$ cat config.mk
export PLATFORM = sky130hd
export DESIGN_NAME = sorted_key_table_unit
export DESIGN_NICKNAME = d
export VERILOG_FILES = /design/src/rtl/core/skt_pkg.sv /design/src/rtl/core/skt_key_mem.sv /design/src/rtl/core/skt_ctrl.sv /design/src/rtl/core/sorted_key_table_unit.sv
export SDC_FILE = /design/constraint.sdc
export NUM_CORES = 2
export LEC_CHECK = 0
export ABC_AREA = 1
export BUFFER_PORTS_ARGS = -buffer_cell sky130_fd_sc_hd__buf_2
export CORE_UTILIZATION = 45
export DETAILED_ROUTE_END_ITERATION = 10
export PLACE_DENSITY = 0.59
export SYNTH_ARGS = -nofsm -noshare
export SYNTH_HDL_FRONTEND = slang
export SYNTH_HIERARCHICAL = 1
export SYNTH_SLANG_ARGS = --single-unit
$ cat constraint.sdc
create_clock -name clk_i -period 8.1 [get_ports clk_i]
set_input_delay 0.81 -clock clk_i [delete_from_list [all_inputs] [get_ports clk_i]]
set_output_delay 0.81 -clock clk_i [all_outputs]
set_load 0.01 [all_outputs]
$ cat src/rtl/core/skt_pkg.sv
// shared types and constants of the sorted key table
`timescale 1ns / 1ps

package skt_pkg;

  localparam int unsigned CMD_W    = 2;
  localparam int unsigned KEY_W    = 32;
  localparam int unsigned STATUS_W = 2;
  localparam int unsigned POS_W    = 6;
  localparam int unsigned CNT_W    = 7;
  localparam int unsigned OUT_W    = 16;

  typedef enum logic [CMD_W-1:0] {
    CMD_INSERT = 2'd0,
    CMD_FIND   = 2'd1,
    CMD_REMOVE = 2'd2
  } skt_cmd_e;

  typedef enum logic [STATUS_W-1:0] {
    ST_OK        = 2'd0,
    ST_NOT_FOUND = 2'd1,
    ST_FULL      = 2'd2
  } skt_status_e;

  typedef enum logic [1:0] {
    S_IDLE,
    S_SCAN,
    S_FINISH,
    S_RESP
  } skt_state_e;

  typedef struct packed {
    logic [CNT_W-1:0]    entry_count;
    logic [POS_W-1:0]    position;
    logic [STATUS_W-1:0] status;
  } skt_result_t;

endpackage

$ cat src/rtl/core/skt_key_mem.sv
// key storage: one write port, one read port with registered read data
`timescale 1ns / 1ps

module skt_key_mem #(
  parameter int unsigned Depth    = 64,
  parameter int unsigned KeyWidth = 32,
  localparam int unsigned AddrW   = $clog2(Depth)
) (
  input  logic                clk_i,
  input  logic                re_i,
  input  logic [AddrW-1:0]    raddr_i,
  output logic [KeyWidth-1:0] rdata_o,
  input  logic                we_i,
  input  logic [AddrW-1:0]    waddr_i,
  input  logic [KeyWidth-1:0] wdata_i
);

  logic [KeyWidth-1:0] mem [Depth];
  logic [KeyWidth-1:0] rdata_q;

  always_ff @(posedge clk_i) begin
    if (we_i) begin
      mem[waddr_i] <= wdata_i;
    end
  end

  always_ff @(posedge clk_i) begin
    if (re_i) begin
      rdata_q <= mem[raddr_i];
    end
  end

  assign rdata_o = rdata_q;

endmodule

$ cat src/rtl/core/skt_ctrl.sv
// command sequencer: upward scan with insert and remove shifting in one pass
`timescale 1ns / 1ps

module skt_ctrl #(
  parameter int unsigned Depth    = 64,
  parameter int unsigned KeyWidth = 32,
  localparam int unsigned AddrW   = $clog2(Depth),
  localparam int unsigned CntW    = $clog2(Depth + 1)
) (
  input  logic                     clk_i,
  input  logic                     rst_ni,
  input  logic                     cmd_valid_i,
  output logic                     cmd_ready_o,
  input  logic [skt_pkg::CMD_W-1:0] cmd_i,
  input  logic [KeyWidth-1:0]      key_i,
  input  logic                     cmp_signed_i,
  output logic                     mem_re_o,
  output logic [AddrW-1:0]         mem_raddr_o,
  input  logic [KeyWidth-1:0]      mem_rdata_i,
  output logic                     mem_we_o,
  output logic [AddrW-1:0]         mem_waddr_o,
  output logic [KeyWidth-1:0]      mem_wdata_o,
  output logic                     res_valid_o,
  input  logic                     res_ready_i,
  output skt_pkg::skt_result_t     res_o
);

  localparam logic [KeyWidth-1:0] SignBit = KeyWidth'(1) << (KeyWidth - 1);
  localparam logic [CntW-1:0]     Full    = CntW'(Depth);

  skt_pkg::skt_state_e  state_q, state_d;
  logic [skt_pkg::CMD_W-1:0] cmd_q, cmd_d;
  logic [KeyWidth-1:0]  key_q, key_d;
  logic [KeyWidth-1:0]  carry_q, carry_d;
  logic [CntW-1:0]      count_q, count_d;
  logic [CntW-1:0]      ra_q, ra_d;
  logic                 rvalid_q, rvalid_d;
  logic [AddrW-1:0]     ridx_q, ridx_d;
  logic                 found_q, found_d;
  logic [AddrW-1:0]     pos_q, pos_d;
  skt_pkg::skt_status_e status_q, status_d;

  logic [KeyWidth-1:0] key_ov, data_ov;
  logic                key_lt, key_eq, issue, accept, scan_end, scan_stop;
  logic [31:0]         pos_ext, cnt_ext;

  assign accept  = cmd_valid_i && cmd_ready_o;
  assign key_ov  = key_q ^ (cmp_signed_i ? SignBit : '0);
  assign data_ov = mem_rdata_i ^ (cmp_signed_i ? SignBit : '0);
  assign key_lt  = key_ov < data_ov;
  assign key_eq  = key_ov == data_ov;
  assign issue   = (state_q == skt_pkg::S_SCAN) && (ra_q < count_q);
  assign scan_end = (ra_q == count_q) && !rvalid_q;

  // find and remove stop early at a larger key, find also at an equal key
  always_comb begin
    scan_stop = 1'b0;
    if (rvalid_q && !found_q) begin
      unique case (cmd_q)
        skt_pkg::CMD_FIND:   scan_stop = key_lt || key_eq;
        skt_pkg::CMD_REMOVE: scan_stop = key_lt;
        default:             scan_stop = 1'b0;
      endcase
    end
  end

  always_comb begin
    state_d = state_q;
    unique case (state_q)
      skt_pkg::S_IDLE: begin
        if (accept) begin
          if (cmd_i == skt_pkg::CMD_INSERT && count_q == Full) begin
            state_d = skt_pkg::S_RESP;
          end else if (cmd_i == skt_pkg::CMD_INSERT || cmd_i == skt_pkg::CMD_FIND ||
                       cmd_i == skt_pkg::CMD_REMOVE) begin
            state_d = skt_pkg::S_SCAN;
          end else begin
            state_d = skt_pkg::S_RESP;
          end
        end
      end
      skt_pkg::S_SCAN: begin
        if (scan_stop || scan_end) begin
          state_d = skt_pkg::S_FINISH;
        end
      end
      skt_pkg::S_FINISH: state_d = skt_pkg::S_RESP;
      skt_pkg::S_RESP: begin
        if (res_ready_i) begin
          state_d = skt_pkg::S_IDLE;
        end
      end
      default: state_d = skt_pkg::S_IDLE;
    endcase
  end

  always_comb begin
    cmd_d       = cmd_q;
    key_d       = key_q;
    carry_d     = carry_q;
    count_d     = count_q;
    ra_d        = ra_q;
    rvalid_d    = 1'b0;
    ridx_d      = ridx_q;
    found_d     = found_q;
    pos_d       = pos_q;
    status_d    = status_q;
    mem_re_o    = 1'b0;
    mem_raddr_o = ra_q[AddrW-1:0];
    mem_we_o    = 1'b0;
    mem_waddr_o = ridx_q;
    mem_wdata_o = carry_q;
    unique case (state_q)
      skt_pkg::S_IDLE: begin
        if (accept) begin
          cmd_d    = cmd_i;
          key_d    = key_i;
          ra_d     = '0;
          found_d  = 1'b0;
          pos_d    = '0;
          status_d = (cmd_i == skt_pkg::CMD_INSERT && count_q == Full) ?
                     skt_pkg::ST_FULL : skt_pkg::ST_NOT_FOUND;
        end
      end
      skt_pkg::S_SCAN: begin
        if (issue) begin
          mem_re_o = 1'b1;
          ra_d     = ra_q + 1'b1;
          rvalid_d = 1'b1;
          ridx_d   = ra_q[AddrW-1:0];
        end
        if (rvalid_q) begin
          unique case (cmd_q)
            skt_pkg::CMD_INSERT: begin
              carry_d = mem_rdata_i;
              if (found_q) begin
                mem_we_o = 1'b1;
              end else if (key_lt || key_eq) begin
                found_d     = 1'b1;
                pos_d       = ridx_q;
                mem_we_o    = 1'b1;
                mem_wdata_o = key_q;
              end else begin
                carry_d = carry_q;
              end
            end
            skt_pkg::CMD_FIND: begin
              if (!found_q && key_eq) begin
                found_d = 1'b1;
                pos_d   = ridx_q;
              end
            end
            skt_pkg::CMD_REMOVE: begin
              if (found_q) begin
                mem_we_o    = 1'b1;
                mem_waddr_o = ridx_q - 1'b1;
                mem_wdata_o = mem_rdata_i;
              end else if (key_eq) begin
                found_d = 1'b1;
                pos_d   = ridx_q;
              end
            end
            default: ;
          endcase
        end
      end
      skt_pkg::S_FINISH: begin
        unique case (cmd_q)
          skt_pkg::CMD_INSERT: begin
            mem_we_o    = 1'b1;
            mem_waddr_o = count_q[AddrW-1:0];
            mem_wdata_o = found_q ? carry_q : key_q;
            if (!found_q) begin
              pos_d = count_q[AddrW-1:0];
            end
            count_d  = count_q + 1'b1;
            status_d = skt_pkg::ST_OK;
          end
          skt_pkg::CMD_FIND: begin
            if (found_q) begin
              status_d = skt_pkg::ST_OK;
            end
          end
          skt_pkg::CMD_REMOVE: begin
            if (found_q) begin
              count_d  = count_q - 1'b1;
              status_d = skt_pkg::ST_OK;
            end
          end
          default: ;
        endcase
      end
      skt_pkg::S_RESP: ;
      default: ;
    endcase
  end

  always_ff @(posedge clk_i or negedge rst_ni) begin
    if (!rst_ni) begin
      state_q  <= skt_pkg::S_IDLE;
      count_q  <= '0;
      rvalid_q <= 1'b0;
    end else begin
      state_q  <= state_d;
      count_q  <= count_d;
      rvalid_q <= rvalid_d;
    end
  end

  always_ff @(posedge clk_i) begin
    cmd_q    <= cmd_d;
    key_q    <= key_d;
    carry_q  <= carry_d;
    ra_q     <= ra_d;
    ridx_q   <= ridx_d;
    found_q  <= found_d;
    pos_q    <= pos_d;
    status_q <= status_d;
  end

  assign pos_ext = 32'(pos_q);
  assign cnt_ext = 32'(count_q);

  assign cmd_ready_o       = (state_q == skt_pkg::S_IDLE);
  assign res_valid_o       = (state_q == skt_pkg::S_RESP);
  assign res_o.status      = status_q;
  assign res_o.position    = pos_ext[skt_pkg::POS_W-1:0];
  assign res_o.entry_count = cnt_ext[skt_pkg::CNT_W-1:0];

endmodule

$ cat src/rtl/core/sorted_key_table_unit.sv
// sorted key table top level: apb register, sequencer, key memory, output register
// a find of a key early in the table and a find or remove of an absent key can end the
//   scan before it reaches the last entry
// throughput: one command at a time, bounded by the single memory read port that
//   the scan walks one entry per cycle
// reset: the table is empty and keys compare unsigned; memory contents are not cleared
`timescale 1ns / 1ps

module sorted_key_table_unit #(
  parameter int unsigned TableDepth = 64,
  parameter int unsigned KeyWidth   = 32
) (
  input  logic                        clk_i,
  input  logic                        rst_ni,
  input  logic                        s_axis_tvalid,
  output logic                        s_axis_tready,
  input  logic [skt_pkg::KEY_W-1:0]   s_axis_tdata,  // key
  input  logic [skt_pkg::CMD_W-1:0]   s_axis_tuser,  // command
  output logic                        m_axis_tvalid,
  input  logic                        m_axis_tready,
  output logic [skt_pkg::OUT_W-1:0]   m_axis_tdata,  // status, position, entry_count, pad
  input  logic                        psel,
  input  logic                        penable,
  input  logic                        pwrite,
  input  logic [2:0]                  paddr,
  input  logic [31:0]                 pwdata,
  output logic [31:0]                 prdata,
  output logic                        pready
);

  localparam int unsigned AddrW = $clog2(TableDepth);

  logic                 cmp_signed_q;
  logic                 mem_re, mem_we;
  logic [AddrW-1:0]     mem_raddr, mem_waddr;
  logic [KeyWidth-1:0]  mem_rdata, mem_wdata;
  logic                 res_valid, res_ready;
  skt_pkg::skt_result_t res;
  logic                 m_valid_q;
  skt_pkg::skt_result_t m_data_q;

  assign pready = 1'b1;
  assign prdata = {31'd0, cmp_signed_q};

  always_ff @(posedge clk_i or negedge rst_ni) begin
    if (!rst_ni) begin
      cmp_signed_q <= 1'b0;
    end else if (psel && penable && pwrite && pready && !paddr[2]) begin
      cmp_signed_q <= pwdata[0];
    end
  end

  skt_ctrl #(
    .Depth    (TableDepth),
    .KeyWidth (KeyWidth)
  ) u_ctrl (
    .clk_i        (clk_i),
    .rst_ni       (rst_ni),
    .cmd_valid_i  (s_axis_tvalid),
    .cmd_ready_o  (s_axis_tready),
    .cmd_i        (s_axis_tuser),
    .key_i        (KeyWidth'(s_axis_tdata)),
    .cmp_signed_i (cmp_signed_q),
    .mem_re_o     (mem_re),
    .mem_raddr_o  (mem_raddr),
    .mem_rdata_i  (mem_rdata),
    .mem_we_o     (mem_we),
    .mem_waddr_o  (mem_waddr),
    .mem_wdata_o  (mem_wdata),
    .res_valid_o  (res_valid),
    .res_ready_i  (res_ready),
    .res_o        (res)
  );

  skt_key_mem #(
    .Depth    (TableDepth),
    .KeyWidth (KeyWidth)
  ) u_mem (
    .clk_i   (clk_i),
    .re_i    (mem_re),
    .raddr_i (mem_raddr),
    .rdata_o (mem_rdata),
    .we_i    (mem_we),
    .waddr_i (mem_waddr),
    .wdata_i (mem_wdata)
  );

  assign res_ready = !m_valid_q || m_axis_tready;

  always_ff @(posedge clk_i or negedge rst_ni) begin
    if (!rst_ni) begin
      m_valid_q <= 1'b0;
    end else if (res_ready) begin
      m_valid_q <= res_valid;
    end
  end

  always_ff @(posedge clk_i) begin
    if (res_ready && res_valid) begin
      m_data_q <= res;
    end
  end

  assign m_axis_tvalid = m_valid_q;
  assign m_axis_tdata  = {1'b0, m_data_q};

endmodule
==> results.json <==
{
  "run_status": "finished, final reports clean",
  "syn_to_final_growth_pct": 10.62,
  "drcViolationCount": 0,
  "yosysMostFrequentCell": "sky130_fd_sc_hd__nand2_1",
  "finalClockSkew_ps": 47.35,
  "finalCritPeriodShare_pct": 73.21,
  "synth_top_flop_cell": "sky130_fd_sc_hd__edfxtp_1",
  "maxCapViolations": 0,
  "tritoncts": "built",
  "floorplan.die.height_um": 454.8,
  "unrepaired_setup_endpoints_after_global_routing": "false",
  "cts_setup_buffers": 0,
  "highest_clock_rate_mhz": 168.6,
  "die_width_um": 454.8,
  "min_period_ps": 5930,
  "routed_vias_inst": 5.724,
  "synth_area_leader_cell": "sky130_fd_sc_hd__edfxtp_1",
  "core_region_area_um2": 202900,
  "timing.final.max_slew_violations": 0,
  "routed_wl_per_cell_um": 24.46,
  "timing_worst_slew_pin_value_ps": 1309,
  "max_ir_drop_vdd_uv": 527.6,
  "post_synth_num_cell_types": 50,
  "clock-root-buffer": "sky130_fd_sc_hd__clkbuf_16",
  "instance_count_of_the_mapped_netlist": 7929,
  "place_ws_ps": 2217,
  "post_synth_most_frequent_cells": "sky130_fd_sc_hd__nand2_1 (2,512), sky130_fd_sc_hd__edfxtp_1 (2,183), sky130_fd_sc_hd__nand3_1 (1,949)",
  "bufs_on_longest_clock_path": 3,
  "slew_headroom_pct": 12.21,
  "finalWorstSetupSlack_ps": 2170,
  "synthArstFlopShare_pct": 0.5467,
  "dp.cells": 10298,
  "synth-edff-count": 2183,
  "ctsHtreeMaxLevel": 4,
  "buffer_ports.inserted": 60,
  "grt_antenna_before_repair": 6,
  "yosys-top-cells-area": "sky130_fd_sc_hd__edfxtp_1 (71%), sky130_fd_sc_hd__nand3_1 (11%), sky130_fd_sc_hd__nand2_1 (10%)",
  "drtPass1Iterations": 6,
  "finalNonFillerCells": 10704,
  "fin_util_pct": 50.29,
  "timing.critical_path.fanout_max": 37,
  "die_area_um2": 206900,
  "final_antenna_net_count": 0,
  "ys_ff_latch": 2195,
  "timing.final.hold_violations": 0,
  "setup.worst_path.start_class": "register",
  "global_route.overflow_total": 0,
  "worst-endpoint-required_ps": 8580,
  "place.gp.congestion": 0.8513,
  "worstSkewPairLatency_ps": 890,
  "clock_sinks": 2195,
  "route.vias.total": 61273,
  "drt_first_iter_violations": 7112,
  "wire_length_of_the_first_global_routing_pass_mm": 382.1,
  "groute.usage.overall_pct": 25.08,
  "cp_data_arrival_time_ps": 6410,
  "dp_hpwl_mm": 134.8,
  "filler_cell_count": 17393,
  "report.final.setup_viol": 0,
  "fp-row-count": 165,
  "design_power_total_mw": 44.34,
  "power_density_nw_per_um2": 434.4,
  "worstHoldPathType": "in -> reg",
  "end_kind": "register",
  "post_synth.cell_area_avg_um2": 11.64,
  "finish.net_count": 7982,
  "layout_cell_share_with_drive_strength_beyond_1_pct": 8.360,
  "clkSlewWorstSetupHoldPaths_ps": 60,
  "setup_total_negative_slack_ps": 0,
  "synth.yosys.warnings": 6,
  "via_count_of_the_first_global_routing_pass": 57078,
  "finalWirelength_mm": 261.8,
  "p_leak_nw": 36.41,
  "start_util_pct": 45.47,
  "ioPinCount": 127,
  "path_class": "reg -> reg",
  "synth_top_area_share_pct": 71.05,
  "grt_max_degree": 227,
  "cts_inserted_buffers": 223,
  "synth.cell_area_um2": 92270,
  "cts_repair_resize_count": 0,
  "synth_seq_area_share_pct": 71.37
}
## kinds of logic after synthesis
| family | synth area share, % |
|---|---|
| and+or+nand+nor | 22.32 |
| DFF | 71.37 |
| buffers and inverters | 4.131 |
| AOI/OAI and AO/OA | 1.364 |
| adders and majority gates | 0.7404 |
| xor gates and xnor gates | 0.06645 |
| other | 0.008139 |
## where the power goes
group	internal, mW	switching (mW)
clock network	5.51	4.37
registers	16.5	0.192
logic	3.54	14.2
total	25.5	18.8
## routing by layer
metal | vias up | GRT usage, % | share of wire (%)
li1 | 27677 | - | -
met2 | 2792 | 37.69 | 45
met5 | - | 0 | 0
met4 | 0 | 9.954 | 3.8
met3 | 430 | 4.356 | 9.1
met1 | 30374 | 36.29 | 42
## state kept, by name, indices dropped and copies added (netlist names), 7 cells and up
name and count:
u_mem/mem 2048, m_axis_tdata 15, u_ctrl/carry_q 32, u_mem/rdata_o 32, u_ctrl/count_q 7, u_ctrl/key_q 32
u_ctrl/ra_q 7
## cell type report
type,count,area (um2),area share (%)
diodes,6,15.01,0.01471
inverters,204,802.0,0.7858
clock inverters,99,1096,1.074
flip-flops and latches,2195,65850,64.52
clock buffers,300,5899,5.780
well taps,2672,3343,3.276
repair buffers,204,1584,1.552
multi-input cells,5024,23470,23.00
## placed cells by master, fill, tap and decap left out, types with 11 or more instances in the layout
cell type / instances
sky130_fd_sc_hd__ha_1: 50
sky130_fd_sc_hd__clkinv_1: 44
sky130_fd_sc_hd__clkinv_16: 11
sky130_fd_sc_hd__nor2_4: 57
sky130_fd_sc_hd__nand2_1: 2512
sky130_fd_sc_hd__buf_4: 127
sky130_fd_sc_hd__a21oi_4: 32
sky130_fd_sc_hd__edfxtp_1: 2183
sky130_fd_sc_hd__inv_1: 195
sky130_fd_sc_hd__nand3_1: 1949
sky130_fd_sc_hd__buf_2: 60
sky130_fd_sc_hd__dfrtp_1: 11
sky130_fd_sc_hd__nand3_2: 30
sky130_fd_sc_hd__clkinv_2: 23
sky130_fd_sc_hd__clkbuf_1: 74
sky130_fd_sc_hd__nor2_1: 107
sky130_fd_sc_hd__buf_12: 16
sky130_fd_sc_hd__a21oi_1: 27
sky130_fd_sc_hd__nand2_2: 34
sky130_fd_sc_hd__bufinv_16: 12
sky130_fd_sc_hd__conb_1: 33
sky130_fd_sc_hd__clkbuf_16: 223
sky130_fd_sc_hd__o21ai_0: 80
sky130_fd_sc_hd__a22oi_1: 33
## critical path, cell delays in order, from the launching register on
cell	delay (ps)
sky130_fd_sc_hd__dfrtp_1	480
sky130_fd_sc_hd__xnor2_1	260
sky130_fd_sc_hd__ha_1	280
sky130_fd_sc_hd__a21oi_1	140
sky130_fd_sc_hd__o21a_1	130
sky130_fd_sc_hd__nand2_1	70
sky130_fd_sc_hd__a21oi_2	150
sky130_fd_sc_hd__nand2_2	140
sky130_fd_sc_hd__nand2_8	290
sky130_fd_sc_hd__nor2_1	120
sky130_fd_sc_hd__nor3_4	110
sky130_fd_sc_hd__buf_4	500
sky130_fd_sc_hd__inv_1	120
sky130_fd_sc_hd__a31oi_1	210
sky130_fd_sc_hd__buf_4	250
sky130_fd_sc_hd__nand4_1	900
sky130_fd_sc_hd__nor2_4	1330
## through the flow
step | area, um2 | hold WS (ps)
2_1_floorplan | 92380 | 400.3
3_3_place_gp | 95040 | 409.7
3_5_place_dp | 95040 | 408.4
4_1_cts | 102100 | 75.00
5_1_grt | 102100 | 97.72
6_report | 102100 | 132.4
## timing repair
action                                  CTS  global route
endpoints found under the setup margin    0             0
endpoints found under the hold margin    12             0
hold buffers                              1             0
## worst paths after layout
| kind | startpoint | endpoint | slack (ps) | cells after the start |
|---|---|---|---|---|
| worst max-delay path | cmp_signed_q$_DFFE_PN0P_ | u_mem/mem[4][5]$_DFFE_PP_ | 2170 | 16 |
| worst min-delay path | s_axis_tdata[9] | u_ctrl/key_q[9]$_DFFE_PP_ | 130 | 1 |
| worst max register to register | cmp_signed_q$_DFFE_PN0P_ | u_mem/mem[4][5]$_DFFE_PP_ | 2170 | 16 |
| worst min register to register | u_ctrl/status_q[1]$_SDFFCE_PP0P_ | m_axis_tdata[1]$_DFFE_PP_ | 420 | 0 |
| max in group asynchronous | rst_ni | u_ctrl/rvalid_q$_DFF_PN0_ | 7440 | 2 |
| min in group asynchronous | rst_ni | u_ctrl/state_q[1]$_DFFE_PN0P_ | 390 | 2 |
(Power assumes the default switching activity.)
